`src/hdl/fce_pkg.sv`:
```
//------------------------------------------------------------------------------
// fce_pkg
// Shared constants, codes and control types of the frame checksum channel
// extractor.
//------------------------------------------------------------------------------
`timescale 1ns / 1ps
`default_nettype none

package fce_pkg;

  localparam int FRAME_BYTES = 20;
  localparam int CHANNELS    = 8;
  localparam int MAX_OUT     = 8;
  // results emitted for a good frame
  localparam int TOTAL       = (CHANNELS < MAX_OUT) ? CHANNELS : MAX_OUT;

  localparam int CNT_W   = $clog2(FRAME_BYTES + 2);
  localparam int CH_W    = (CHANNELS > 1) ? $clog2(CHANNELS) : 1;
  localparam int IDX_W   = (TOTAL > 1) ? $clog2(TOTAL) : 1;
  localparam int BYTE_W  = 8;
  localparam int SUM_W   = 16;
  localparam int VALUE_W = 12;
  localparam int CHIDX_W = 3;
  localparam int FLAG_W  = 2;
  localparam int CFG_IDX_W  = 1;
  localparam int CFG_DATA_W = 8;

  localparam logic [VALUE_W-1:0] VALUE_MASK = 12'hFFF;

  localparam logic [BYTE_W-1:0] FIRST_HDR_RESET  = 8'd170;
  localparam logic [BYTE_W-1:0] SECOND_HDR_RESET = 8'd85;

  // configuration register indexes
  localparam logic [CFG_IDX_W-1:0] CFG_FIRST_HDR  = 1'd0;
  localparam logic [CFG_IDX_W-1:0] CFG_SECOND_HDR = 1'd1;

  // sticky flag bit positions
  localparam int FLAG_FRAMING = 0;
  localparam int FLAG_CSUM    = 1;

  typedef enum logic [1:0] {
    STAT_OK   = 2'd0,
    STAT_LEN  = 2'd1,
    STAT_HDR  = 2'd2,
    STAT_CSUM = 2'd3
  } status_e;

  typedef enum logic {
    CS_RECV,
    CS_DRAIN
  } ctrl_state_e;

  typedef struct packed {
    logic in_ready;   // input side may transfer
    logic take;       // input byte transferred this cycle
    logic load_next;  // load next channel into the output register
  } dp_cmd_t;

  typedef struct packed {
    logic in_valid;
    logic in_end;
    logic out_busy;    // output register holds a result not taken this cycle
    logic frame_pass;  // final byte on input completes a good frame
    logic drain_last;  // next channel to load is the last one
  } dp_stat_t;

endpackage

`default_nettype wire

```
`src/hdl/fce_if.sv`:
```
//------------------------------------------------------------------------------
// fce_in_if / fce_out_if
// Valid/ready channels for received bytes and extracted results.
//------------------------------------------------------------------------------
`timescale 1ns / 1ps
`default_nettype none

interface fce_in_if;
  logic                       valid;
  logic                       ready;
  logic [fce_pkg::BYTE_W-1:0] rx_byte;
  logic                       frame_end;
  logic                       clear_errors;

  modport source (output valid, output rx_byte, output frame_end,
                  output clear_errors, input ready);
  modport sink   (input valid, input rx_byte, input frame_end,
                  input clear_errors, output ready);
endinterface

interface fce_out_if;
  logic                        valid;
  logic                        ready;
  logic [1:0]                  status;
  logic [fce_pkg::CHIDX_W-1:0] channel_index;
  logic [fce_pkg::VALUE_W-1:0] channel_value;
  logic [fce_pkg::FLAG_W-1:0]  error_flags;
  logic                        last_result;

  modport source (output valid, output status, output channel_index,
                  output channel_value, output error_flags, output last_result,
                  input ready);
  modport sink   (input valid, input status, input channel_index,
                  input channel_value, input error_flags, input last_result,
                  output ready);
endinterface

`default_nettype wire

```
`src/hdl/fce_ctrl.sv`:
```
//------------------------------------------------------------------------------
// fce_ctrl
// Controller: receive state and channel drain sequencing.
//------------------------------------------------------------------------------
`timescale 1ns / 1ps
`default_nettype none

module fce_ctrl (
  input  wire               clk_i,
  input  wire               rst_ni,
  input  fce_pkg::dp_stat_t stat_i,
  output fce_pkg::dp_cmd_t  cmd_o
);

  fce_pkg::ctrl_state_e state_q, state_d;

  always_ff @(posedge clk_i or negedge rst_ni) begin
    if (!rst_ni) begin
      state_q <= fce_pkg::CS_RECV;
    end else begin
      state_q <= state_d;
    end
  end

  always_comb begin
    state_d       = state_q;
    cmd_o         = '0;
    case (state_q)
      fce_pkg::CS_RECV: begin
        // non-final bytes need no output slot
        cmd_o.in_ready = !stat_i.out_busy || !stat_i.in_end;
        cmd_o.take     = stat_i.in_valid && cmd_o.in_ready;
        if (cmd_o.take && stat_i.in_end && stat_i.frame_pass && (fce_pkg::TOTAL > 1)) begin
          state_d = fce_pkg::CS_DRAIN;
        end
      end
      fce_pkg::CS_DRAIN: begin
        if (!stat_i.out_busy) begin
          cmd_o.load_next = 1'b1;
          if (stat_i.drain_last) begin
            state_d = fce_pkg::CS_RECV;
          end
        end
      end
      default: begin
        state_d = fce_pkg::CS_RECV;
      end
    endcase
  end

endmodule

`default_nettype wire

```
`src/hdl/fce_datapath.sv`:
```
//------------------------------------------------------------------------------
// fce_datapath
// Byte counter, running sum, header check, channel store and output register.
//------------------------------------------------------------------------------
`timescale 1ns / 1ps
`default_nettype none

module fce_datapath (
  input  wire                                clk_i,
  input  wire                                rst_ni,
  input  wire                                cfg_we_i,
  input  wire [fce_pkg::CFG_IDX_W-1:0]       cfg_idx_i,
  input  wire [fce_pkg::CFG_DATA_W-1:0]      cfg_data_i,
  fce_in_if.sink                             in_bus,
  fce_out_if.source                          out_bus,
  input  fce_pkg::dp_cmd_t                   cmd_i,
  output fce_pkg::dp_stat_t                  stat_o
);

  localparam int CNT_W = fce_pkg::CNT_W;

  // configuration
  logic [fce_pkg::BYTE_W-1:0] hdr0_q, hdr1_q;

  // per-frame state
  logic [CNT_W-1:0]           pos_q, pos_d;
  logic [fce_pkg::SUM_W-1:0]  sum_q, sum_d;
  logic                       hdr_good_q, hdr_good_d;
  logic [fce_pkg::BYTE_W-1:0] trl_lo_q, trl_lo_d;
  logic [fce_pkg::BYTE_W-1:0] pend_lo_q, pend_lo_d;
  logic [fce_pkg::FLAG_W-1:0] sticky_q, sticky_d;

  logic [fce_pkg::VALUE_W-1:0] store_q [fce_pkg::CHANNELS];

  logic [fce_pkg::IDX_W-1:0]  drain_idx_q, drain_idx_d;

  // output register
  logic                        out_valid_q, out_valid_d;
  fce_pkg::status_e            out_status_q, out_status_d;
  logic [fce_pkg::CHIDX_W-1:0] out_idx_q, out_idx_d;
  logic [fce_pkg::VALUE_W-1:0] out_val_q, out_val_d;
  logic [fce_pkg::FLAG_W-1:0]  out_flags_q, out_flags_d;
  logic                        out_last_q, out_last_d;

  logic [CNT_W-1:0]            cnt_next;
  logic [CNT_W-1:0]            pos_m2;
  logic [CNT_W-1:0]            ch_full;
  logic                        store_we;
  logic [fce_pkg::CH_W-1:0]    store_waddr;
  logic [fce_pkg::VALUE_W-1:0] store_wdata;
  logic                        len_ok, csum_ok;
  fce_pkg::status_e            final_status;

  assign in_bus.ready = cmd_i.in_ready;

  assign cnt_next = (pos_q >= CNT_W'(fce_pkg::FRAME_BYTES + 1)) ? pos_q : pos_q + 1'b1;
  assign pos_m2   = pos_q - CNT_W'(2);
  assign ch_full  = pos_m2 >> 1;

  assign len_ok  = (cnt_next == CNT_W'(fce_pkg::FRAME_BYTES));
  assign csum_ok = (~sum_q == {in_bus.rx_byte, trl_lo_q});

  always_comb begin
    if (!len_ok) begin
      final_status = fce_pkg::STAT_LEN;
    end else if (!hdr_good_q) begin
      final_status = fce_pkg::STAT_HDR;
    end else if (!csum_ok) begin
      final_status = fce_pkg::STAT_CSUM;
    end else begin
      final_status = fce_pkg::STAT_OK;
    end
  end

  assign stat_o.in_valid   = in_bus.valid;
  assign stat_o.in_end     = in_bus.frame_end;
  assign stat_o.out_busy   = out_valid_q && !out_bus.ready;
  assign stat_o.frame_pass = (final_status == fce_pkg::STAT_OK);
  assign stat_o.drain_last = (drain_idx_q == fce_pkg::IDX_W'(fce_pkg::TOTAL - 1));

  assign store_wdata = fce_pkg::VALUE_W'({in_bus.rx_byte, pend_lo_q}) & fce_pkg::VALUE_MASK;
  assign store_waddr = fce_pkg::CH_W'(ch_full);

  // per-frame byte handling
  always_comb begin
    pos_d      = pos_q;
    sum_d      = sum_q;
    hdr_good_d = hdr_good_q;
    trl_lo_d   = trl_lo_q;
    pend_lo_d  = pend_lo_q;
    sticky_d   = sticky_q;
    store_we   = 1'b0;
    if (cmd_i.take) begin
      if (in_bus.clear_errors) begin
        sticky_d = '0;
      end
      if (pos_q == CNT_W'(0) && in_bus.rx_byte != hdr0_q) begin
        hdr_good_d = 1'b0;
      end
      if (pos_q == CNT_W'(1) && in_bus.rx_byte != hdr1_q) begin
        hdr_good_d = 1'b0;
      end
      if (pos_q < CNT_W'(fce_pkg::FRAME_BYTES - 2)) begin
        sum_d = sum_q + fce_pkg::SUM_W'(in_bus.rx_byte);
        if (pos_q >= CNT_W'(2)) begin
          if (!pos_q[0]) begin
            pend_lo_d = in_bus.rx_byte;
          end else if (int'(ch_full) < fce_pkg::CHANNELS) begin
            store_we = 1'b1;
          end
        end
      end else if (pos_q == CNT_W'(fce_pkg::FRAME_BYTES - 2)) begin
        trl_lo_d = in_bus.rx_byte;
      end
      pos_d = cnt_next;
      if (in_bus.frame_end) begin
        if (final_status == fce_pkg::STAT_HDR) begin
          sticky_d[fce_pkg::FLAG_FRAMING] = 1'b1;
        end
        if (final_status == fce_pkg::STAT_CSUM) begin
          sticky_d[fce_pkg::FLAG_CSUM] = 1'b1;
        end
        pos_d      = '0;
        sum_d      = '0;
        hdr_good_d = 1'b1;
        trl_lo_d   = '0;
        pend_lo_d  = '0;
      end
    end
  end

  // result loading
  always_comb begin
    out_valid_d  = out_valid_q && !out_bus.ready;
    out_status_d = out_status_q;
    out_idx_d    = out_idx_q;
    out_val_d    = out_val_q;
    out_flags_d  = out_flags_q;
    out_last_d   = out_last_q;
    drain_idx_d  = drain_idx_q;
    if (cmd_i.take && in_bus.frame_end) begin
      out_valid_d  = 1'b1;
      out_status_d = final_status;
      out_idx_d    = '0;
      out_flags_d  = sticky_d;
      if (final_status == fce_pkg::STAT_OK) begin
        out_val_d  = store_q[0];
        out_last_d = (fce_pkg::TOTAL == 1);
      end else begin
        out_val_d  = '0;
        out_last_d = 1'b1;
      end
      drain_idx_d = fce_pkg::IDX_W'(1);
    end else if (cmd_i.load_next) begin
      out_valid_d  = 1'b1;
      out_status_d = fce_pkg::STAT_OK;
      out_idx_d    = fce_pkg::CHIDX_W'(drain_idx_q);
      out_val_d    = store_q[fce_pkg::CH_W'(drain_idx_q)];
      out_flags_d  = sticky_q;
      out_last_d   = stat_o.drain_last;
      drain_idx_d  = drain_idx_q + 1'b1;
    end
  end

  always_ff @(posedge clk_i or negedge rst_ni) begin
    if (!rst_ni) begin
      hdr0_q      <= fce_pkg::FIRST_HDR_RESET;
      hdr1_q      <= fce_pkg::SECOND_HDR_RESET;
      pos_q       <= '0;
      sum_q       <= '0;
      hdr_good_q  <= 1'b1;
      trl_lo_q    <= '0;
      pend_lo_q   <= '0;
      sticky_q    <= '0;
      drain_idx_q <= '0;
      out_valid_q <= 1'b0;
    end else begin
      if (cfg_we_i) begin
        if (cfg_idx_i == fce_pkg::CFG_FIRST_HDR) begin
          hdr0_q <= cfg_data_i;
        end
        if (cfg_idx_i == fce_pkg::CFG_SECOND_HDR) begin
          hdr1_q <= cfg_data_i;
        end
      end
      pos_q       <= pos_d;
      sum_q       <= sum_d;
      hdr_good_q  <= hdr_good_d;
      trl_lo_q    <= trl_lo_d;
      pend_lo_q   <= pend_lo_d;
      sticky_q    <= sticky_d;
      drain_idx_q <= drain_idx_d;
      out_valid_q <= out_valid_d;
    end
  end

  // payload registers, no reset
  always_ff @(posedge clk_i) begin
    if (store_we) begin
      store_q[store_waddr] <= store_wdata;
    end
    out_status_q <= out_status_d;
    out_idx_q    <= out_idx_d;
    out_val_q    <= out_val_d;
    out_flags_q  <= out_flags_d;
    out_last_q   <= out_last_d;
  end

  assign out_bus.valid         = out_valid_q;
  assign out_bus.status        = out_status_q;
  assign out_bus.channel_index = out_idx_q;
  assign out_bus.channel_value = out_val_q;
  assign out_bus.error_flags   = out_flags_q;
  assign out_bus.last_result   = out_last_q;

endmodule

`default_nettype wire

```
`src/hdl/frame_checksum_channel_extractor_core.sv`:
```
// Frame checksum channel extractor. Takes one received byte per cycle on
// in_bus when not stalled (frame_end marks the last byte) and reports each
// frame on out_bus: one error result (wrong length, header mismatch or
// checksum mismatch), or one result per channel for a good frame. Outside a
// drain a non-final byte is taken even while a result waits; a final byte
// waits for a free result register. After a good frame's final byte the
// remaining channels pass one at a time from the channel store through the
// single result register, no byte being taken; that drain sets the rate of
// good frames. Header registers (cfg_we_i / cfg_idx_i / cfg_data_i) must be
// written only while the block is idle; the block does not enforce it.
//------------------------------------------------------------------------------
// frame_checksum_channel_extractor_core
// Top level: controller and datapath of the frame checksum channel extractor.
//------------------------------------------------------------------------------
`timescale 1ns / 1ps
`default_nettype none

module frame_checksum_channel_extractor_core (
  input  wire                            clk_i,
  input  wire                            rst_ni,
  input  wire                            cfg_we_i,
  input  wire [fce_pkg::CFG_IDX_W-1:0]   cfg_idx_i,
  input  wire [fce_pkg::CFG_DATA_W-1:0]  cfg_data_i,
  fce_in_if.sink                         in_bus,
  fce_out_if.source                      out_bus
);

  fce_pkg::dp_cmd_t  cmd;
  fce_pkg::dp_stat_t stat;

  fce_ctrl u_ctrl (
    .clk_i  (clk_i),
    .rst_ni (rst_ni),
    .stat_i (stat),
    .cmd_o  (cmd)
  );

  fce_datapath u_datapath (
    .clk_i      (clk_i),
    .rst_ni     (rst_ni),
    .cfg_we_i   (cfg_we_i),
    .cfg_idx_i  (cfg_idx_i),
    .cfg_data_i (cfg_data_i),
    .in_bus     (in_bus),
    .out_bus    (out_bus),
    .cmd_i      (cmd),
    .stat_o     (stat)
  );

endmodule

`default_nettype wire

```
`src/flat_wrapper.sv`:
```
// flat-port wrapper written by rule: the top's interface ports become plain ports
module frame_checksum_channel_extractor_core_flat 
  (clk_i, rst_ni, cfg_we_i, cfg_idx_i, cfg_data_i, in_bus_valid, in_bus_rx_byte, in_bus_frame_end, in_bus_clear_errors, in_bus_ready, out_bus_valid, out_bus_status, out_bus_channel_index, out_bus_channel_value, out_bus_error_flags, out_bus_last_result, out_bus_ready);
  fce_in_if in_bus_i ();
  fce_out_if out_bus_i ();
  input  wire clk_i;
  input  wire rst_ni;
  input  wire cfg_we_i;
  input  wire [fce_pkg::CFG_IDX_W-1:0] cfg_idx_i;
  input  wire [fce_pkg::CFG_DATA_W-1:0] cfg_data_i;
  input wire logic [$bits(in_bus_i.valid)-1:0] in_bus_valid;
  input wire logic [$bits(in_bus_i.rx_byte)-1:0] in_bus_rx_byte;
  input wire logic [$bits(in_bus_i.frame_end)-1:0] in_bus_frame_end;
  input wire logic [$bits(in_bus_i.clear_errors)-1:0] in_bus_clear_errors;
  output wire logic [$bits(in_bus_i.ready)-1:0] in_bus_ready;
  output wire logic [$bits(out_bus_i.valid)-1:0] out_bus_valid;
  output wire logic [$bits(out_bus_i.status)-1:0] out_bus_status;
  output wire logic [$bits(out_bus_i.channel_index)-1:0] out_bus_channel_index;
  output wire logic [$bits(out_bus_i.channel_value)-1:0] out_bus_channel_value;
  output wire logic [$bits(out_bus_i.error_flags)-1:0] out_bus_error_flags;
  output wire logic [$bits(out_bus_i.last_result)-1:0] out_bus_last_result;
  input wire logic [$bits(out_bus_i.ready)-1:0] out_bus_ready;
  assign in_bus_i.valid = in_bus_valid;
  assign in_bus_i.rx_byte = in_bus_rx_byte;
  assign in_bus_i.frame_end = in_bus_frame_end;
  assign in_bus_i.clear_errors = in_bus_clear_errors;
  assign in_bus_ready = in_bus_i.ready;
  assign out_bus_valid = out_bus_i.valid;
  assign out_bus_status = out_bus_i.status;
  assign out_bus_channel_index = out_bus_i.channel_index;
  assign out_bus_channel_value = out_bus_i.channel_value;
  assign out_bus_error_flags = out_bus_i.error_flags;
  assign out_bus_last_result = out_bus_i.last_result;
  assign out_bus_i.ready = out_bus_ready;
  frame_checksum_channel_extractor_core u_core (.clk_i(clk_i), .rst_ni(rst_ni), .cfg_we_i(cfg_we_i), .cfg_idx_i(cfg_idx_i), .cfg_data_i(cfg_data_i), .in_bus(in_bus_i), .out_bus(out_bus_i));
endmodule
```
`config.mk`:
```
export PLATFORM = sky130hd
export DESIGN_NAME = frame_checksum_channel_extractor_core_flat
export DESIGN_NICKNAME = d
export VERILOG_FILES = /design/src/hdl/fce_pkg.sv /design/src/hdl/fce_if.sv /design/src/hdl/fce_ctrl.sv /design/src/hdl/fce_datapath.sv /design/src/hdl/frame_checksum_channel_extractor_core.sv /design/src/flat_wrapper.sv
export SDC_FILE = /design/constraint.sdc
export NUM_CORES = 1
export LEC_CHECK = 0
export BUFFER_PORTS_ARGS = -buffer_cell sky130_fd_sc_hd__buf_2
export CORE_ASPECT_RATIO = 1.75
export CORE_MARGIN = 2
export CORE_UTILIZATION = 55
export CTS_CLUSTER_DIAMETER = 40
export CTS_CLUSTER_SIZE = 14
export DETAILED_ROUTE_END_ITERATION = 12
export HOLD_SLACK_MARGIN = 0.02
export PLACE_DENSITY = 0.78
export SLEW_MARGIN = 10
export SYNTH_ARGS = -nofsm -noshare
export SYNTH_HDL_FRONTEND = slang
export SYNTH_SLANG_ARGS = --single-unit
```
`constraint.sdc`:
```
create_clock -name clk_i -period 2.8 [get_ports clk_i]
set_input_delay 0 -clock clk_i [delete_from_list [all_inputs] [get_ports clk_i]]
set_output_delay 0 -clock clk_i [all_outputs]
set_load 0.005 [all_outputs]
```
# --- Yosys cells after proc, flatten, opt, wreduce, memory -nomap -nowiden ---
# Memories as Yosys holds them, arrays and structs flattened.
# Index checks and enable logic that the tools add are counted.
word_totals:
  ram_bits: 96
  elab_cells: 113
  input_bits: 24
  mem_count: 1
  reg_bits: 81
  output_inout_bits: 22
op_classes:
  mux: 50
  reduce_logical: 24
  bitwise_logic: 3
  addsub: 4
  n_eq_ne: 11
  magnitude_cmp: 4
memory_table:
  columns: ["name", "words", "word_bits", "read_ports", "rd_clocked_by_memory_dff", "wr", "line", "rtl"]
  rows:
  - ["u_core.u_datapath.store_q", 8, 12, 2, 0, 1, "fce_datapath.sv:33", "logic [fce_pkg::VALUE_W-1:0] store_q [fce_pkg::CHANNELS];"]
ops:
  columns: ["operator", "count"]
  rows:
  - ["$mux 8", 7]
  - ["$mux 12", 3]
  - ["$mux 16", 2]
  - ["$mux 1", 22]
  - ["$mux 2", 11]
  - ["$add 16x8->16", 1]
  - ["$eq 16x16->1", 1]
  - ["$ne 8x8->1", 2]
  - ["$not 16->16", 1]
  - ["$eq 5x5->1 const B", 2]
  - ["$mux 5", 2]
  - ["$reduce_and 2->1", 4]
  - ["$reduce_bool 2->1", 4]
  - ["$logic_and 1x1->1", 7]
  - ["$mux 3", 2]
  - ["$add 5x1->5 const B", 1]
  - ["$eq 5x1->1 const B", 1]
  - ["$ge 5x2->1 const B", 1]
  - ["$ge 5x5->1 const B", 1]
  - ["$logic_not 5->1", 1]
  - ["$lt 5x5->1 const B", 1]
  - ["$sub 5x2->5 const B", 1]
  - ["$eq 2x2->1 const B", 2]
  - ["$lt 4x4->1 const B", 1]
  - ["11 further kinds", 15]

# --- Logic depth before layout (Yosys ltp) ---
logic_depth:
  ltp_word: 10
  mapped_depth: 10
  mapped_depth_nobuf: 7

# --- Modules after synthesis ---
# A second synthesis with hierarchy kept.
unflattened:
  hier_cells: 529
  hier_area_um2: 8015.2
modules_own_cells:
  columns: ["module", "area_each_um2", "n_inst", "seq_area_each_um2", "cells_each"]
  rows:
  - ["fce_datapath", 7946.4, 1, 4966.0, 523]
  - ["fce_ctrl", 68.8, 1, 25.0, 6]

# --- Worst setup path before layout ---
# OpenSTA, ideal clock, no wires.
synth_timing:
  kind: "register to register"
  start: "register u_core.u_datapath.pos_q[1]"
  end: "memory u_core.u_datapath.store_q[3][0] (netlist name) (enable)"
  slack_ps: -90
  period_less_slack_ps: 2890
  required_time_ps: 2401
  setup_time_ps: 399
  path_stages_with_launch: 9
  n_path_buf: 1
  arrival_time_ps: 2491
  path_cell_list: "dfrtp_1 inv_1 ha_1 buf_2 o21bai_1 a21oi_1 o211a_1 and2_1 nor3b_1"
synth_via:
  elab_chain_cells: 9
  elab_cells_between_ends: 11
  classes_between: "add/sub (1); order compare (3); mux (7)"
synth_rtl:
  columns: ["item", "line", "rtl"]
  rows:
  - ["start, declared", "fce_datapath.sv:26", "logic [CNT_W-1:0] pos_q, pos_d;"]
  - ["start signal, assigned", "fce_datapath.sv:186", "pos_q <= pos_d;"]
  - ["$sub 5x2->5", "fce_datapath.sv:57", "assign pos_m2 = pos_q - CNT_W'(2);"]
  - ["$lt 4x4->1", "fce_datapath.sv:108", "end else if (int'(ch_full) < fce_pkg::CHANNELS) begin"]
  - ["$mux 1", "fce_datapath.sv:108", null]
  - ["$mux 1", "fce_datapath.sv:106", "if (!pos_q[0]) begin"]
  - ["$mux 1", "fce_datapath.sv:105", "if (pos_q >= CNT_W'(2)) begin"]
  - ["$mux 1", "fce_datapath.sv:103", "if (pos_q < CNT_W'(fce_pkg::FRAME_BYTES - 2)) begin"]
  - ["$mux 1", "fce_datapath.sv:93", "if (cmd_i.take) begin"]
  - ["$mux 1", "fce_datapath.sv:199", "if (store_we) begin"]
  - ["$mux 1 (implied by the code)", "fce_datapath.sv:200", "store_q[store_waddr] <= store_wdata;"]
  - ["end, declared", "fce_datapath.sv:33", null]
# Several ways; a longest one is shown, not always the timed one.

# --- Worst setup path in the final report ---
layout_timing:
  start: "register u_core.u_datapath.pos_q[0]"
  end: "register u_core.u_datapath.out_val_q (netlist bit u_core.u_datapath.out_bus.channel_value[8]) (data pin)"
layout_via:
  elab_chain_cells: 7
  elab_cells_between_ends: 8
  classes_between: "add/sub (1); order compare (1); eq/ne (1); mux (4); reduce/logical (1)"
layout_rtl:
  columns: ["item", "line", "rtl"]
  rows:
  - ["$add 5x1->5 / $ge 5x5->1 (equally long branches)", "fce_datapath.sv:56", "assign cnt_next = (pos_q >= CNT_W'(fce_pkg::FRAME_BYTES + 1)) ? pos_q : pos_q + 1'b1;"]
  - ["$mux 5 (*)", "fce_datapath.sv:56", null]
  - ["$eq 5x5->1 (*)", "fce_datapath.sv:60", "assign len_ok = (cnt_next == CNT_W'(fce_pkg::FRAME_BYTES));"]
  - ["$mux 2 (*)", "fce_datapath.sv:64", "if (!len_ok) begin"]
  - ["$logic_not 2->1 (*)", "fce_datapath.sv:146", "if (final_status == fce_pkg::STAT_OK) begin"]
  - ["$mux 12 (*)", "fce_datapath.sv:146", null]
  - ["$mux 12 (*)", "fce_datapath.sv:141", "if (cmd_i.take && in_bus.frame_end) begin"]
  - ["net u_core.u_datapath.out_val_d, one bit", "fce_datapath.sv:41", "logic [fce_pkg::VALUE_W-1:0] out_val_q, out_val_d;"]
  - ["end signal, assigned", "fce_datapath.sv:204", "out_val_q <= out_val_d;"]
  - ["end, declared", "fce_datapath.sv:41", null]
# Mark *: on every way through the listed nets, which the timed path passes. The rest lies on a longest branch.
# A chain may end at the register's enable or synchronous reset.

==> impl_metrics.env <==
export IMPL_fmax_mhz=409
export IMPL_dieArea_um2=15600
export IMPL_rsz0062_at_grt="no"
export IMPL_cts_tree="built"
export IMPL_antenna_left=0
export IMPL_cp_data_arrival_time_ns=2.72
export IMPL_clock_skew_ns=0.0115
export IMPL_fillCellCount=987
export IMPL_first_global_vias=5297
export IMPL_grt_max_degree=42
export IMPL_synth_area_per_cell_um2=14.7
export IMPL_cts_sinks=177
export IMPL_ys_types=61
export IMPL_wl_per_cell_um=21.3
export IMPL_status="finished clean"
export IMPL_worst_slew_pin_transition_ns=0.904
export IMPL_cpMaxStageDelayCell="dfrtp_1"
export IMPL_antenna_found_initial=0
export IMPL_netlist_area_leader_share_pct=42.4
export IMPL_multi_input_area_um2=2820
export IMPL_clkTransAtPathRegs_ns=0.07
export IMPL_clk_latency_ns=0.43
export IMPL_layout_nets=664
export IMPL_cp_start_kind="register"
export IMPL_detailed_place_hpwl_um=12300
export IMPL_register_area_um2=4990
export IMPL_clk_path_buf_depth=2
export IMPL_placed_area_um2=8470
export IMPL_wl_um=17300
export IMPL_layoutNonFillerInstCount=814
export IMPL_yosysWarnings=0
export IMPL_drv_slew=0
export IMPL_whs_path_depth=3
export IMPL_critPathMaxFanout=13
export IMPL_dp_cells=762
export IMPL_setup_tns_ns=0
export IMPL_drc=0
export IMPL_required_ns=3.07
export IMPL_dp_slack_ns=0.396
export IMPL_synthToLayoutAreaGrowth_pct=15.5
export IMPL_grt_overflow=0
export IMPL_synth_edf_count=113
export IMPL_core_um2=14300
export IMPL_grt_usage_pct=24.4
export IMPL_finalHoldViolations=0
export IMPL_io_pins=46
export IMPL_critPathMaxStageDelay_ns=0.57
export IMPL_synth_area_leaders="edfxtp_1 42%, dfrtp_1 16%, mux4_2 6.8%"
export IMPL_globalplace_congestion=0.964
export IMPL_syn_inst=545
export IMPL_fp_row_count=58
export IMPL_power_density_nw_per_um2=697
export IMPL_crit_path_cell_trace="clkinv_1 > ha_1 > nor4bb_1 > nand3_1 > o21ai_1 > and4_4 > o2bb2ai_1"
export IMPL_routed_via_density=6.11
export IMPL_firstDrtPassIters=5
export IMPL_port_buffers=45
export IMPL_ir_drop_mv=0.462
export IMPL_die_x_um=95.2
export IMPL_hold_path_class="input pin to register"
export IMPL_crit_path_end_kind="register"
export IMPL_async_flop_share_pct=34.5
export IMPL_path_class="register to register"
export IMPL_drive_gt1_share_pct=25.7
export IMPL_clock_root_buffer="clkbuf_16"
export IMPL_vias=4974
export IMPL_htree_num_levels=4
export IMPL_power_mw=6.44
export IMPL_drv_cap=0
export IMPL_synthFlopType="edfxtp_1"
export IMPL_cts_buffers=17
export IMPL_fp_dieH_um=164
export IMPL_slew_headroom_pct=39.8
export IMPL_yosysSeqAreaShare_pct=62.4
export IMPL_r2r_cells=7
export IMPL_start_util_pct=55.9
export IMPL_netlist_area_um2=8000
export IMPL_grt_pass1_wl_um=28000
export IMPL_p_leak_nw=3.61
export IMPL_drt_iter0_drc=318
export IMPL_finalWorstSetupSlack_ns=0.352
export IMPL_period_needed_ns=2.45
export IMPL_synth_nets=588
export IMPL_fin_crit_sh_pct=87.4
export IMPL_final_cell_area_um2=9240
export IMPL_yosys_area_top_type="edfxtp_1"
export IMPL_ys_ff_latch=177
export IMPL_setup_viol=0
export IMPL_antennaDiodeCount=0
==> routing by layer <==
metal	track usage [%]	wire length, um	up-vias
met5	0	0	-
met4	12.2	657	0
met3	3.78	621	47
met2	45.7	10100	158
met1	25.5	6000	2540
li1	-	-	2229
==> Yosys cell counts, drive strengths merged, types with 3 or more instances <==
library cell / number
dfstp: 9
nor3: 6
ha: 18
dfxtp: 3
a21o: 7
o211ai: 3
inv: 6
nand2b: 6
mux2i: 14
nor2b: 6
a22o: 24
nor3b: 3
edfxtp: 113
xor2: 19
nand3: 16
a21oi: 23
o21ai: 11
and3: 6
or3: 3
xnor2: 22
nor2: 19
nand4: 11
mux2: 17
buf: 23
nand2: 34
clkbuf: 9
mux4: 24
dfrtp: 52
o2bb2ai: 12
==> logic make-up after synthesis <==
logic type	count (synthesis)	share of synthesized area [%]
and+or+nand+nor	120	8.06
AOI/OAI and AO/OA	94	8.67
xor gates and xnor gates	41	4.49
buffers and inverters	39	2.39
muxes	55	10.9
DFF	177	62.4
adders and majority gates	19	3.07
==> path summary, 6_finish.rpt <==
check                                                                        start                                                      end  slack [ns]
max                                         u_core.u_datapath.pos_q[0]$_DFFE_PN0P_     u_core.u_datapath.out_bus.channel_value[8]$_DFFE_PP_        0.35
min                                                                  out_bus_ready                u_core.u_datapath.out_bus.valid$_DFF_PN0_        0.09
max reg2reg                                 u_core.u_datapath.pos_q[0]$_DFFE_PN0P_     u_core.u_datapath.out_bus.channel_value[8]$_DFFE_PP_        0.35
min reg2reg                u_core.u_datapath.out_bus.channel_index[1]$_SDFFE_PP0P_  u_core.u_datapath.out_bus.channel_index[1]$_SDFFE_PP0P_        0.47
max in group asynchronous                                                   rst_ni                  u_core.u_datapath.hdr0_q[5]$_DFFE_PN1P_        1.80
min in group asynchronous                                                   rst_ni             u_core.u_datapath.drain_idx_q[0]$_DFFE_PN0P_        0.24
==> where the power goes <==
group          switching, mW  internal [mW]  leakage [nW]
logic                  0.529          0.418          1.49
clock network           1.07           1.18         0.280
registers              0.224           3.01          1.84
==> placed cells by master, fill, tap and decap left out, types with 2 or more instances in the layout <==
master         instances
nand4_1               11
o211ai_1               3
nand3_1               16
inv_1                  6
nand2_1               34
xnor2_1               22
nor3_1                 5
a21oi_1               21
and3_1                 6
dfxtp_1                3
nor2_1                18
mux4_2                24
buf_4                 24
a21oi_2                2
a22o_1                24
mux2i_1               14
o211a_1                2
dfrtp_1               52
xor2_1                19
o21ai_1                4
dfstp_2                9
inv_6                  4
a21o_1                 7
clkbuf_16             17
or3_1                  3
o21ai_0                6
edfxtp_1             113
nor2b_1                6
nand2b_1               6
buf_2                 45
clkinv_4               3
o2bb2ai_1             12
inv_8                  4
dlygate4sd3_1         20
nor3b_2                2
ha_1                  18
mux2_2                17
==> stage by stage <==
stage / util [%] / hold WS [ns]
after floorplan: - / -0.296
after global placement: 59.3 / 0.163
after detailed placement: 59.3 / 0.171
after CTS: 64.6 / 0.0848
after global routing: 64.6 / 0.130
final: 64.6 / 0.0899
==> worst max-delay path, delay by kind of cell, from the launching register on <==
| family | cells | cell delay [ns] |
|---|---|---|
| flip-flops | 1 | 0.57 |
| AND/OR/NAND/NOR | 3 | 0.80 |
| buffers and inverters | 1 | 0.21 |
| adder cells (fa/ha/maj) | 1 | 0.34 |
| AO/OA/AOI/OAI | 2 | 0.36 |
==> state kept, by name (all words and copies together), names as in the netlist, 2 cells and up <==
| signal | flops |
|---|---|
| u_core.u_datapath.out_bus.status | 2 |
| u_core.u_datapath.hdr0_q | 8 |
| u_core.u_datapath.pend_lo_q | 8 |
| u_core.u_datapath.pos_q | 5 |
| u_core.u_datapath.hdr1_q | 8 |
| u_core.u_datapath.drain_idx_q | 3 |
| u_core.u_datapath.sum_q | 16 |
| u_core.u_datapath.out_bus.error_flags | 2 |
| u_core.u_datapath.out_bus.channel_value | 12 |
| u_core.u_datapath.out_bus.channel_index | 3 |
| u_core.u_datapath.trl_lo_q | 8 |
| u_core.u_datapath.store_q | 96 |
| u_core.u_datapath.sticky_q | 2 |
==> cell type report <==
type,instances,share of cell area [%]
timing repair buffer,89,6.55
sequential,177,54.0
tap,180,2.44
clock buffer,17,4.60
inverter,7,0.284
clock inverter,15,1.53
multi-input combinational,329,30.6
==> what timing repair did <==
action	4_1_cts	5_1_grt
hold buffers	20	0
endpoints found under the hold margin	81	0
resized for setup	0	0
setup buffers	0	0
(Power assumes the default switching activity.)
